## src/rtl/mpag_pkg.sv

```systemverilog
// mpag_pkg: shared types and constants for the memory pressure admission gate
// verdict codes, configuration register indexes and reset values, config struct
// no dependencies
package mpag_pkg;

    localparam int DataW   = 32;
    localparam int MbShift = 20;
    localparam int CfgIdxW = 3;

    // verdict codes carried on the result word
    typedef enum logic [1:0] {
        VERDICT_GRANT     = 2'd0,
        VERDICT_TOO_LARGE = 2'd1,
        VERDICT_REFUSE    = 2'd2,
        VERDICT_BACKOFF   = 2'd3
    } verdict_t;

    // configuration register indexes
    localparam logic [CfgIdxW-1:0] CFG_MAX_REQUEST      = 3'd0;
    localparam logic [CfgIdxW-1:0] CFG_CALIBRATE_FRAMES = 3'd1;
    localparam logic [CfgIdxW-1:0] CFG_MARGIN_MB        = 3'd2;
    localparam logic [CfgIdxW-1:0] CFG_CEILING_MB       = 3'd3;
    localparam logic [CfgIdxW-1:0] CFG_FRUITLESS_LIMIT  = 3'd4;
    localparam logic [CfgIdxW-1:0] CFG_PROGRESS_STEP    = 3'd5;
    localparam logic [CfgIdxW-1:0] CFG_BACKOFF_LEN      = 3'd6;

    // reset values
    localparam logic [30:0] RST_MAX_REQUEST      = 31'd10485760;
    localparam logic [15:0] RST_CALIBRATE_FRAMES = 16'd300;
    localparam logic [9:0]  RST_MARGIN_MB        = 10'd24;
    localparam logic [11:0] RST_CEILING_MB       = 12'd192;
    localparam logic [7:0]  RST_FRUITLESS_LIMIT  = 8'd8;
    localparam logic [23:0] RST_PROGRESS_STEP    = 24'd262144;
    localparam logic [15:0] RST_BACKOFF_LEN      = 16'd900;

    typedef struct packed {
        logic [30:0] max_request;
        logic [15:0] calibrate_frames;
        logic [9:0]  margin_mb;
        logic [11:0] ceiling_mb;
        logic [7:0]  fruitless_limit;
        logic [23:0] progress_step;
        logic [15:0] backoff_len;
    } cfg_t;

    typedef struct packed {
        verdict_t          verdict;
        logic [DataW-1:0]  budget;
    } judge_res_t;

endpackage

```

## src/rtl/memory_pressure_admission_gate_top.sv

```systemverilog
// memory_pressure_admission_gate_top: top level of the admission gate
// request register, judge stage and result register; uses mpag_pkg, mpag_cfg, mpag_judge
//
//  channel | dir | handshake           | word
//  --------+-----+---------------------+-------------------------------------------
//  req     | in  | req_valid/req_stall | request_size, heap_used, frame_number
//  rsp     | out | rsp_valid/rsp_stall | granted, verdict, budget_bytes
//  cfg     | in  | cfg_valid/cfg_ready | cfg_index, cfg_data
//
// one word per cycle while rsp is not stalled; rsp_valid comes from the result register
// the gate state loop (budget, progress mark, fruitless count, backoff) closes
// in the judge stage, so each word sees the state left by the last
// reset clears the gate state and loads the default configuration
// a stalled rsp holds its word; the request register keeps taking a word while
// it is empty or while the result register is empty or being drained
module memory_pressure_admission_gate_top (
    input  logic                           clk,
    input  logic                           rst_n,
    // request channel
    input  logic                           req_valid,
    output logic                           req_stall,
    input  logic signed [31:0]             request_size,
    input  logic [31:0]                    heap_used,
    input  logic [31:0]                    frame_number,
    // response channel
    output logic                           rsp_valid,
    input  logic                           rsp_stall,
    output logic                           granted,
    output logic [1:0]                     verdict,
    output logic [31:0]                    budget_bytes,
    // configuration channel
    input  logic                           cfg_valid,
    output logic                           cfg_ready,
    input  logic [mpag_pkg::CfgIdxW-1:0]   cfg_index,
    input  logic [mpag_pkg::DataW-1:0]     cfg_data
);
    import mpag_pkg::*;

    cfg_t       cfg;
    judge_res_t res;

    // request register
    logic             s1_valid_reg;
    logic [DataW-1:0] s1_size_reg;
    logic [DataW-1:0] s1_used_reg;
    logic [DataW-1:0] s1_frame_reg;

    // result register
    logic             rsp_valid_reg,   rsp_valid_next;
    logic             granted_reg;
    verdict_t         verdict_reg;
    logic [DataW-1:0] budget_reg;

    logic advance;
    logic commit;
    logic req_load;

    // result register can take a word when empty or being drained
    assign advance  = !rsp_valid_reg || !rsp_stall;
    assign commit   = s1_valid_reg && advance;
    assign req_stall = s1_valid_reg && !advance;
    assign req_load  = req_valid && !req_stall;

    assign rsp_valid_next = commit || (rsp_valid_reg && rsp_stall);

    mpag_cfg u_cfg (
        .clk       (clk),
        .rst_n     (rst_n),
        .cfg_valid (cfg_valid),
        .cfg_ready (cfg_ready),
        .cfg_index (cfg_index),
        .cfg_data  (cfg_data),
        .cfg       (cfg)
    );

    mpag_judge u_judge (
        .clk          (clk),
        .rst_n        (rst_n),
        .cfg          (cfg),
        .commit       (commit),
        .request_size (s1_size_reg),
        .heap_used    (s1_used_reg),
        .frame_number (s1_frame_reg),
        .res          (res)
    );

    // control state
    always_ff @(posedge clk or negedge rst_n)
    begin
        if (!rst_n)
        begin
            s1_valid_reg  <= 1'b0;
            rsp_valid_reg <= 1'b0;
        end
        else
        begin
            if (req_load)
                s1_valid_reg <= 1'b1;
            else if (commit)
                s1_valid_reg <= 1'b0;
            rsp_valid_reg <= rsp_valid_next;
        end
    end

    // payload, no reset needed
    always_ff @(posedge clk)
    begin
        if (req_load)
        begin
            s1_size_reg  <= request_size;
            s1_used_reg  <= heap_used;
            s1_frame_reg <= frame_number;
        end
        if (commit)
        begin
            granted_reg <= (res.verdict == VERDICT_GRANT) || (res.verdict == VERDICT_BACKOFF);
            verdict_reg <= res.verdict;
            budget_reg  <= res.budget;
        end
    end

    assign rsp_valid    = rsp_valid_reg;
    assign granted      = granted_reg;
    assign verdict      = verdict_reg;
    assign budget_bytes = budget_reg;

    // grant flag must agree with the verdict code
    a_grant_match: assert property (@(posedge clk) disable iff (!rst_n)
        rsp_valid_reg |-> (granted_reg == ((verdict_reg == VERDICT_GRANT)
                                        || (verdict_reg == VERDICT_BACKOFF))))
        else $error("granted disagrees with verdict");

    // a judged word always lands in the result register
    a_commit_lands: assert property (@(posedge clk) disable iff (!rst_n)
        commit |=> rsp_valid_reg)
        else $error("committed word not presented");

    // stall on the request side only with a word held and the result blocked
    a_stall_cause: assert property (@(posedge clk) disable iff (!rst_n)
        req_stall |-> (s1_valid_reg && rsp_valid_reg && rsp_stall))
        else $error("request stalled without cause");

endmodule

```

## src/rtl/mpag_cfg.sv

```systemverilog
// mpag_cfg: configuration register file of the admission gate
// depends on mpag_pkg
module mpag_cfg (
    input  logic                           clk,
    input  logic                           rst_n,
    input  logic                           cfg_valid,
    output logic                           cfg_ready,
    input  logic [mpag_pkg::CfgIdxW-1:0]   cfg_index,
    input  logic [mpag_pkg::DataW-1:0]     cfg_data,
    output mpag_pkg::cfg_t                 cfg
);
    import mpag_pkg::*;

    cfg_t cfg_reg;

    assign cfg_ready = 1'b1;
    assign cfg       = cfg_reg;

    always_ff @(posedge clk or negedge rst_n)
    begin
        if (!rst_n)
        begin
            cfg_reg.max_request      <= RST_MAX_REQUEST;
            cfg_reg.calibrate_frames <= RST_CALIBRATE_FRAMES;
            cfg_reg.margin_mb        <= RST_MARGIN_MB;
            cfg_reg.ceiling_mb       <= RST_CEILING_MB;
            cfg_reg.fruitless_limit  <= RST_FRUITLESS_LIMIT;
            cfg_reg.progress_step    <= RST_PROGRESS_STEP;
            cfg_reg.backoff_len      <= RST_BACKOFF_LEN;
        end
        else if (cfg_valid && cfg_ready)
        begin
            case (cfg_index)
                CFG_MAX_REQUEST:      cfg_reg.max_request      <= cfg_data[30:0];
                CFG_CALIBRATE_FRAMES: cfg_reg.calibrate_frames <= cfg_data[15:0];
                CFG_MARGIN_MB:        cfg_reg.margin_mb        <= cfg_data[9:0];
                CFG_CEILING_MB:       cfg_reg.ceiling_mb       <= cfg_data[11:0];
                CFG_FRUITLESS_LIMIT:  cfg_reg.fruitless_limit  <= cfg_data[7:0];
                CFG_PROGRESS_STEP:    cfg_reg.progress_step    <= cfg_data[23:0];
                CFG_BACKOFF_LEN:      cfg_reg.backoff_len      <= cfg_data[15:0];
                default: ;
            endcase
        end
    end

endmodule

```

## src/rtl/mpag_judge.sv

```systemverilog
// mpag_judge: gate state registers and the combinational admission decision
// depends on mpag_pkg
module mpag_judge (
    input  logic                          clk,
    input  logic                          rst_n,
    input  mpag_pkg::cfg_t                cfg,
    input  logic                          commit,
    input  logic [mpag_pkg::DataW-1:0]    request_size,
    input  logic [mpag_pkg::DataW-1:0]    heap_used,
    input  logic [mpag_pkg::DataW-1:0]    frame_number,
    output mpag_pkg::judge_res_t          res
);
    import mpag_pkg::*;

    logic [DataW-1:0] budget_reg,    budget_next;
    logic [DataW-1:0] mark_reg,      mark_next;
    logic [7:0]       fruitless_reg, fruitless_next;
    logic [DataW-1:0] last_frame_reg, last_frame_next;
    logic [DataW-1:0] backoff_reg,   backoff_next;

    logic             too_large;
    logic             cal_go;
    logic [DataW:0]   cal_sum;
    logic [DataW:0]   cal_cap;
    logic [DataW-1:0] cal_budget;
    logic [DataW:0]   progress_sum;
    logic [7:0]       fruitless_inc;
    verdict_t         verdict;

    assign too_large    = !request_size[DataW-1] && (request_size[30:0] > cfg.max_request);
    assign cal_go       = (budget_reg == '0)
                       && (frame_number >= {16'b0, cfg.calibrate_frames})
                       && (heap_used != '0);
    assign cal_sum      = {1'b0, heap_used} + {3'b0, cfg.margin_mb, {MbShift{1'b0}}};
    assign cal_cap      = {1'b0, cfg.ceiling_mb, {MbShift{1'b0}}};
    assign cal_budget   = (cal_sum > cal_cap) ? cal_cap[DataW-1:0] : cal_sum[DataW-1:0];
    assign progress_sum = {1'b0, heap_used} + {9'b0, cfg.progress_step};
    assign fruitless_inc = fruitless_reg + 8'd1;

    always_comb
    begin
        budget_next     = budget_reg;
        mark_next       = mark_reg;
        fruitless_next  = fruitless_reg;
        last_frame_next = last_frame_reg;
        backoff_next    = backoff_reg;
        verdict         = VERDICT_GRANT;
        if (too_large)
        begin
            verdict = VERDICT_TOO_LARGE;
        end
        else
        begin
            if (cal_go)
                budget_next = cal_budget;
            if (budget_next == '0)
            begin
                verdict = VERDICT_GRANT;
            end
            else if (heap_used <= budget_next)
            begin
                mark_next      = '0;
                fruitless_next = '0;
                verdict        = VERDICT_GRANT;
            end
            else if ((backoff_reg != '0) && (frame_number < backoff_reg))
            begin
                verdict = VERDICT_GRANT;
            end
            else
            begin
                // window over (or none): clear it and judge progress
                backoff_next = '0;
                if ((mark_reg == '0) || (progress_sum < {1'b0, mark_reg}))
                begin
                    mark_next      = heap_used;
                    fruitless_next = '0;
                    verdict        = VERDICT_REFUSE;
                end
                else if (last_frame_reg == frame_number)
                begin
                    verdict = VERDICT_REFUSE;
                end
                else
                begin
                    last_frame_next = frame_number;
                    if (fruitless_inc >= cfg.fruitless_limit)
                    begin
                        fruitless_next = '0;
                        mark_next      = '0;
                        backoff_next   = frame_number + {16'b0, cfg.backoff_len};
                        verdict        = VERDICT_BACKOFF;
                    end
                    else
                    begin
                        fruitless_next = fruitless_inc;
                        verdict        = VERDICT_REFUSE;
                    end
                end
            end
        end
    end

    assign res.verdict = verdict;
    assign res.budget  = budget_next;

    always_ff @(posedge clk or negedge rst_n)
    begin
        if (!rst_n)
        begin
            budget_reg     <= '0;
            mark_reg       <= '0;
            fruitless_reg  <= '0;
            last_frame_reg <= '0;
            backoff_reg    <= '0;
        end
        else if (commit)
        begin
            budget_reg     <= budget_next;
            mark_reg       <= mark_next;
            fruitless_reg  <= fruitless_next;
            last_frame_reg <= last_frame_next;
            backoff_reg    <= backoff_next;
        end
    end

    // a nonzero calibrated budget is never undone
    a_budget_sticky: assert property (@(posedge clk) disable iff (!rst_n)
        (budget_reg != '0) |=> (budget_reg != '0))
        else $error("budget lost after calibration");

    // starting a backoff resets the progress tracking
    a_backoff_clears: assert property (@(posedge clk) disable iff (!rst_n)
        (commit && (verdict == VERDICT_BACKOFF)) |=> ((mark_reg == '0) && (fruitless_reg == '0)))
        else $error("backoff did not clear progress state");

    // an oversized request leaves the gate state alone
    a_too_large_quiet: assert property (@(posedge clk) disable iff (!rst_n)
        (commit && too_large) |=> ($stable(budget_reg) && $stable(mark_reg)
                                   && $stable(backoff_reg) && $stable(fruitless_reg)))
        else $error("oversized request changed gate state");

endmodule

```

## config.mk

```make
export PLATFORM = sky130hd
export DESIGN_NAME = memory_pressure_admission_gate_top
export DESIGN_NICKNAME = d
export VERILOG_FILES = /design/src/rtl/mpag_pkg.sv /design/src/rtl/memory_pressure_admission_gate_top.sv /design/src/rtl/mpag_cfg.sv /design/src/rtl/mpag_judge.sv
export SDC_FILE = /design/constraint.sdc
export NUM_CORES = 1
export LEC_CHECK = 0
export BUFFER_PORTS_ARGS = -buffer_cell sky130_fd_sc_hd__buf_2
export CAP_MARGIN = 25
export CORE_MARGIN = 2
export CORE_UTILIZATION = 66
export CTS_CLUSTER_DIAMETER = 50
export DETAILED_ROUTE_END_ITERATION = 6
export PLACE_DENSITY = 0.84
export SETUP_SLACK_MARGIN = 0.2
export SLEW_MARGIN = 20
export SYNTH_ARGS = -nofsm -noshare
export SYNTH_HDL_FRONTEND = slang
export SYNTH_SLANG_ARGS = --single-unit
```

## constraint.sdc

```tcl
create_clock -name clk -period 14.3 [get_ports clk]
set_input_delay 2.145 -clock clk [delete_from_list [all_inputs] [get_ports clk]]
set_output_delay 2.145 -clock clk [all_outputs]
set_load 0.01 [all_outputs]
```

==> results.toml <==
[sta]
final.period_utilization = 0.665
drv_slew = 0
min_period_ps = 9510
setup_violations = 0
clock-skew-final_ps = 20.9
max_clock_freq_ghz = 0.105
timing.slew.headroom = 0.412
worst_pin_slew_ps = 882
grt_setup_unrepaired = "false"
tns_ps = 0
finalHoldViolCount = 0

[worst_setup_path]
crit_slowest_cell = "a311o_1"
cpMostUsedCell = "ha_1"
worstPathArrival_ps = 9970
reg2reg_setup_slack_ps = 4790
r2r_start = "s1_used_reg[20]$_DFFE_PP_"
critPathKind = "reg -> reg"
path_delay_family = "compound AO/OA/AOI/OAI gates"
critPathBufInv = 4
setup.worst_path.end_class = "flop"
critPathRequiredTime_ps = 14750
path_max_fanout = 68
rr_worst_depth = 29
start_kind = "flop"
critPathMaxStageDelay_ps = 730
regToRegEndpoint = "u_judge.last_frame_reg[23]$_DFFE_PN0P_"

[routing]
dr_total_vias = 16600
vias_per_cell = 6.25
first_pass_iters = 6
postRouteAntennaNets = 0
drt_iter0_markers = 1249
wl_per_cell_um = 21.1
wl_um = 56200
route.detailed.drc = 0

[cells_and_area]
fillers = 2239
drive_gt1_frac = 0.190
ff_latch_area_um2 = 10300
syn_to_final_growth_pct = 12.7
fin_area_um2 = 24600
multi_input_area_um2 = 10600
final_nets = 2531
largest_reg_flops = 117

[hold_path]
hold_path_end = "rsp_valid$_DFF_PN0_"
holdPathStages = 1
hold_class = "reg -> reg"
hold_start = "s1_valid_reg$_DFFE_PN0P_"

[global_routing]
grt_pass1_vias = 16900
grtUsageMet2 = 0.574
track_usage = 0.331
grt.busiest_layer = "met2"
use_met3 = 0.0485
grt_remaining_overflow = 0
grt_pass1_wl_um = 88000
grt_max_degree = 152
grt_antenna_before_repair = 3
use_met1 = 0.404

[synthesis]
syn_area_per_cell_um2 = 10.9
synthFlopType = "dfrtp_1"
synth_edf_count = 131
syn_inst = 2006
yosysSeqAreaShare = 0.474
synth-async-reset-ratio = 0.661
ys_types = 82
synth.yosys.warnings = 0
yosys_register_bits = 386
syn-num-nets = 2357
netlist_area_um2 = 21800

[floorplanning]
io_pins = 174
rows = 66
fp.dieArea_um2 = 34500
start_util = 0.670
die_x_um = 186
dieHeight_um = 186
core_area_um2 = 32500

[pwr]
pwr-share-seq = 0.383
leakage_nw = 10.8
power_mw = 4.19
switching_share = 0.360
ir_drop_mv = 0.137
netSwitchingPower_mw = 1.51
intPower_mw = 2.68
clockPowerShare = 0.267
combPwrFrac = 0.350
powerDensity_nw_per_um2 = 170

[cts]
hold_buffers = 0
postCtsSetupRepairBufs = 0
cts_root_buf = "clkbuf_16"
cts_tree = "built"
cts_buffers = 44
clkTransAtPathRegs_ps = 60
clkSinkCount = 386
clkLatencyLatePin_ps = 580
htreeDepth = 2
cts.repair.resized = 0
clockBufferDepth = 3

[place]
gp_congestion = 0.947
place_area_um2 = 23100
hpwl_um = 40200
port-buffer-count = 171

[run]
cap_violations = 0

[run_status]
outcome = "completed"
[worst reg2reg max path, delay by kind of cell (launching register included)]
kind / cells / cell delay, ps
fa+ha+maj: 4 / 1320
mux: 2 / 610
simple gates: 10 / 2490
compound gates: 9 / 3210
buf+inv: 4 / 1160
flops: 1 / 620
[through the flow]
step / setup WS, ps / util / cells / hold WS [ps]
4_1_cts: 4930 / 0.755 / 2656 / 491
3_3_place_gp: 5160 / 0.710 / 2573 / 469
2_1_floorplan: 7780 / - / 2006 / 457
5_1_grt: 4160 / 0.756 / 2659 / 511
3_5_place_dp: 4920 / 0.711 / 2575 / 476
6_report: 4790 / 0.756 / 2659 / 485
[cell type report]
cell class,instances,area share
clock buffers,60,0.0489
diodes,2,0.000204
flip-flops and latches,386,0.420
multi-input cells,1401,0.432
repair buffers,191,0.0424
well taps,442,0.0225
clock inverters,21,0.00931
inverters,156,0.0238
[routing by layer]
metal  vias to the layer above  share of wire
met3                       188          0.066
met5                         -        0.00023
met2                       671           0.49
met4                         2          0.048
li1                       7642              -
met1                      8111           0.39
[how the worst max path moves through the flow]
| stage | start | endpoint | slack (ps) | cells past startpoint |
|---|---|---|---|---|
| after CTS | s1_used_reg[20]$_DFFE_PP_ | u_judge.last_frame_reg[30]$_DFFE_PN0P_ | 4930 | 29 |
| after detailed placement | s1_used_reg[20]$_DFFE_PP_ | u_judge.last_frame_reg[23]$_DFFE_PN0P_ | 4920 | 29 |
| after global placement | s1_used_reg[20]$_DFFE_PP_ | u_judge.last_frame_reg[17]$_DFFE_PN0P_ | 5160 | 29 |
| after floorplan | s1_used_reg[20]$_DFFE_PP_ | u_judge.fruitless_reg[2]$_DFFE_PN0P_ | 7780 | 29 |
| after global routing | s1_used_reg[20]$_DFFE_PP_ | u_judge.last_frame_reg[30]$_DFFE_PN0P_ | 4160 | 29 |
| final | s1_used_reg[20]$_DFFE_PP_ | u_judge.last_frame_reg[23]$_DFFE_PN0P_ | 4790 | 29 |
[cell families after synthesis]
kind of cell,Yosys count,synth area share
AND/OR/NAND/NOR,505,0.113
AO/OA/AOI/OAI,471,0.151
flip-flops,386,0.474
buffers and inverters,219,0.0406
adder cells (fa/ha/maj),215,0.124
multiplexers,107,0.0551
XOR/XNOR,102,0.0410
other,1,0.000172
[placed cells by master (no fill, tap or decap), drive strengths merged, types with 5 or more instances in the layout]
| cell type | instances |
|---|---|
| nor3 | 17 |
| and2 | 9 |
| dfstp | 16 |
| a21o | 55 |
| edfxtp | 131 |
| nand2 | 206 |
| o21bai | 14 |
| a31o | 11 |
| and3 | 11 |
| o211ai | 11 |
| nor4 | 43 |
| o2bb2ai | 33 |
| buf | 191 |
| o31ai | 34 |
| o2111ai | 6 |
| nor3b | 12 |
| a221o | 6 |
| xor2 | 22 |
| inv | 163 |
| dfrtp | 239 |
| a21oi | 124 |
| nor2b | 17 |
| o21ai | 113 |
| nand4 | 46 |
| nand2b | 13 |
| a211oi | 10 |
| xnor2 | 80 |
| clkbuf | 60 |
| nor2 | 80 |
| o21a | 11 |
| mux2 | 104 |
| ha | 212 |
| nand3 | 24 |
| clkinv | 10 |
| a21boi | 5 |
| or2 | 11 |
[cells in the mapped netlist, types with 28 or more instances]
master / count / share of area
nand4_1: 46 / 0.013
a21o_1: 55 / 0.019
dfrtp_1: 239 / 0.27
nand2_1: 206 / 0.035
ha_1: 212 / 0.12
nor2_1: 80 / 0.014
nor4_1: 43 / 0.012
o21ai_0: 108 / 0.025
inv_1: 155 / 0.027
mux2_1: 28 / 0.014
xnor2_1: 80 / 0.032
mux2_2: 76 / 0.039
a21oi_1: 123 / 0.028
edfxtp_1: 131 / 0.18
o31ai_1: 34 / 0.012
clkbuf_1: 41 / 0.0071
o2bb2ai_2: 31 / 0.021
[power groups by stage]
stage | combinational [mW] | sequential [mW] | clock, mW
floorplan | 1.06 | 1.56 | 0
global placement | 1.36 | 1.60 | 0
detailed placement | 1.43 | 1.61 | 0
CTS | 1.45 | 1.60 | 1.13
global route | 1.63 | 1.63 | 1.18
finish | 1.47 | 1.60 | 1.12
(Power assumes the default switching activity.)
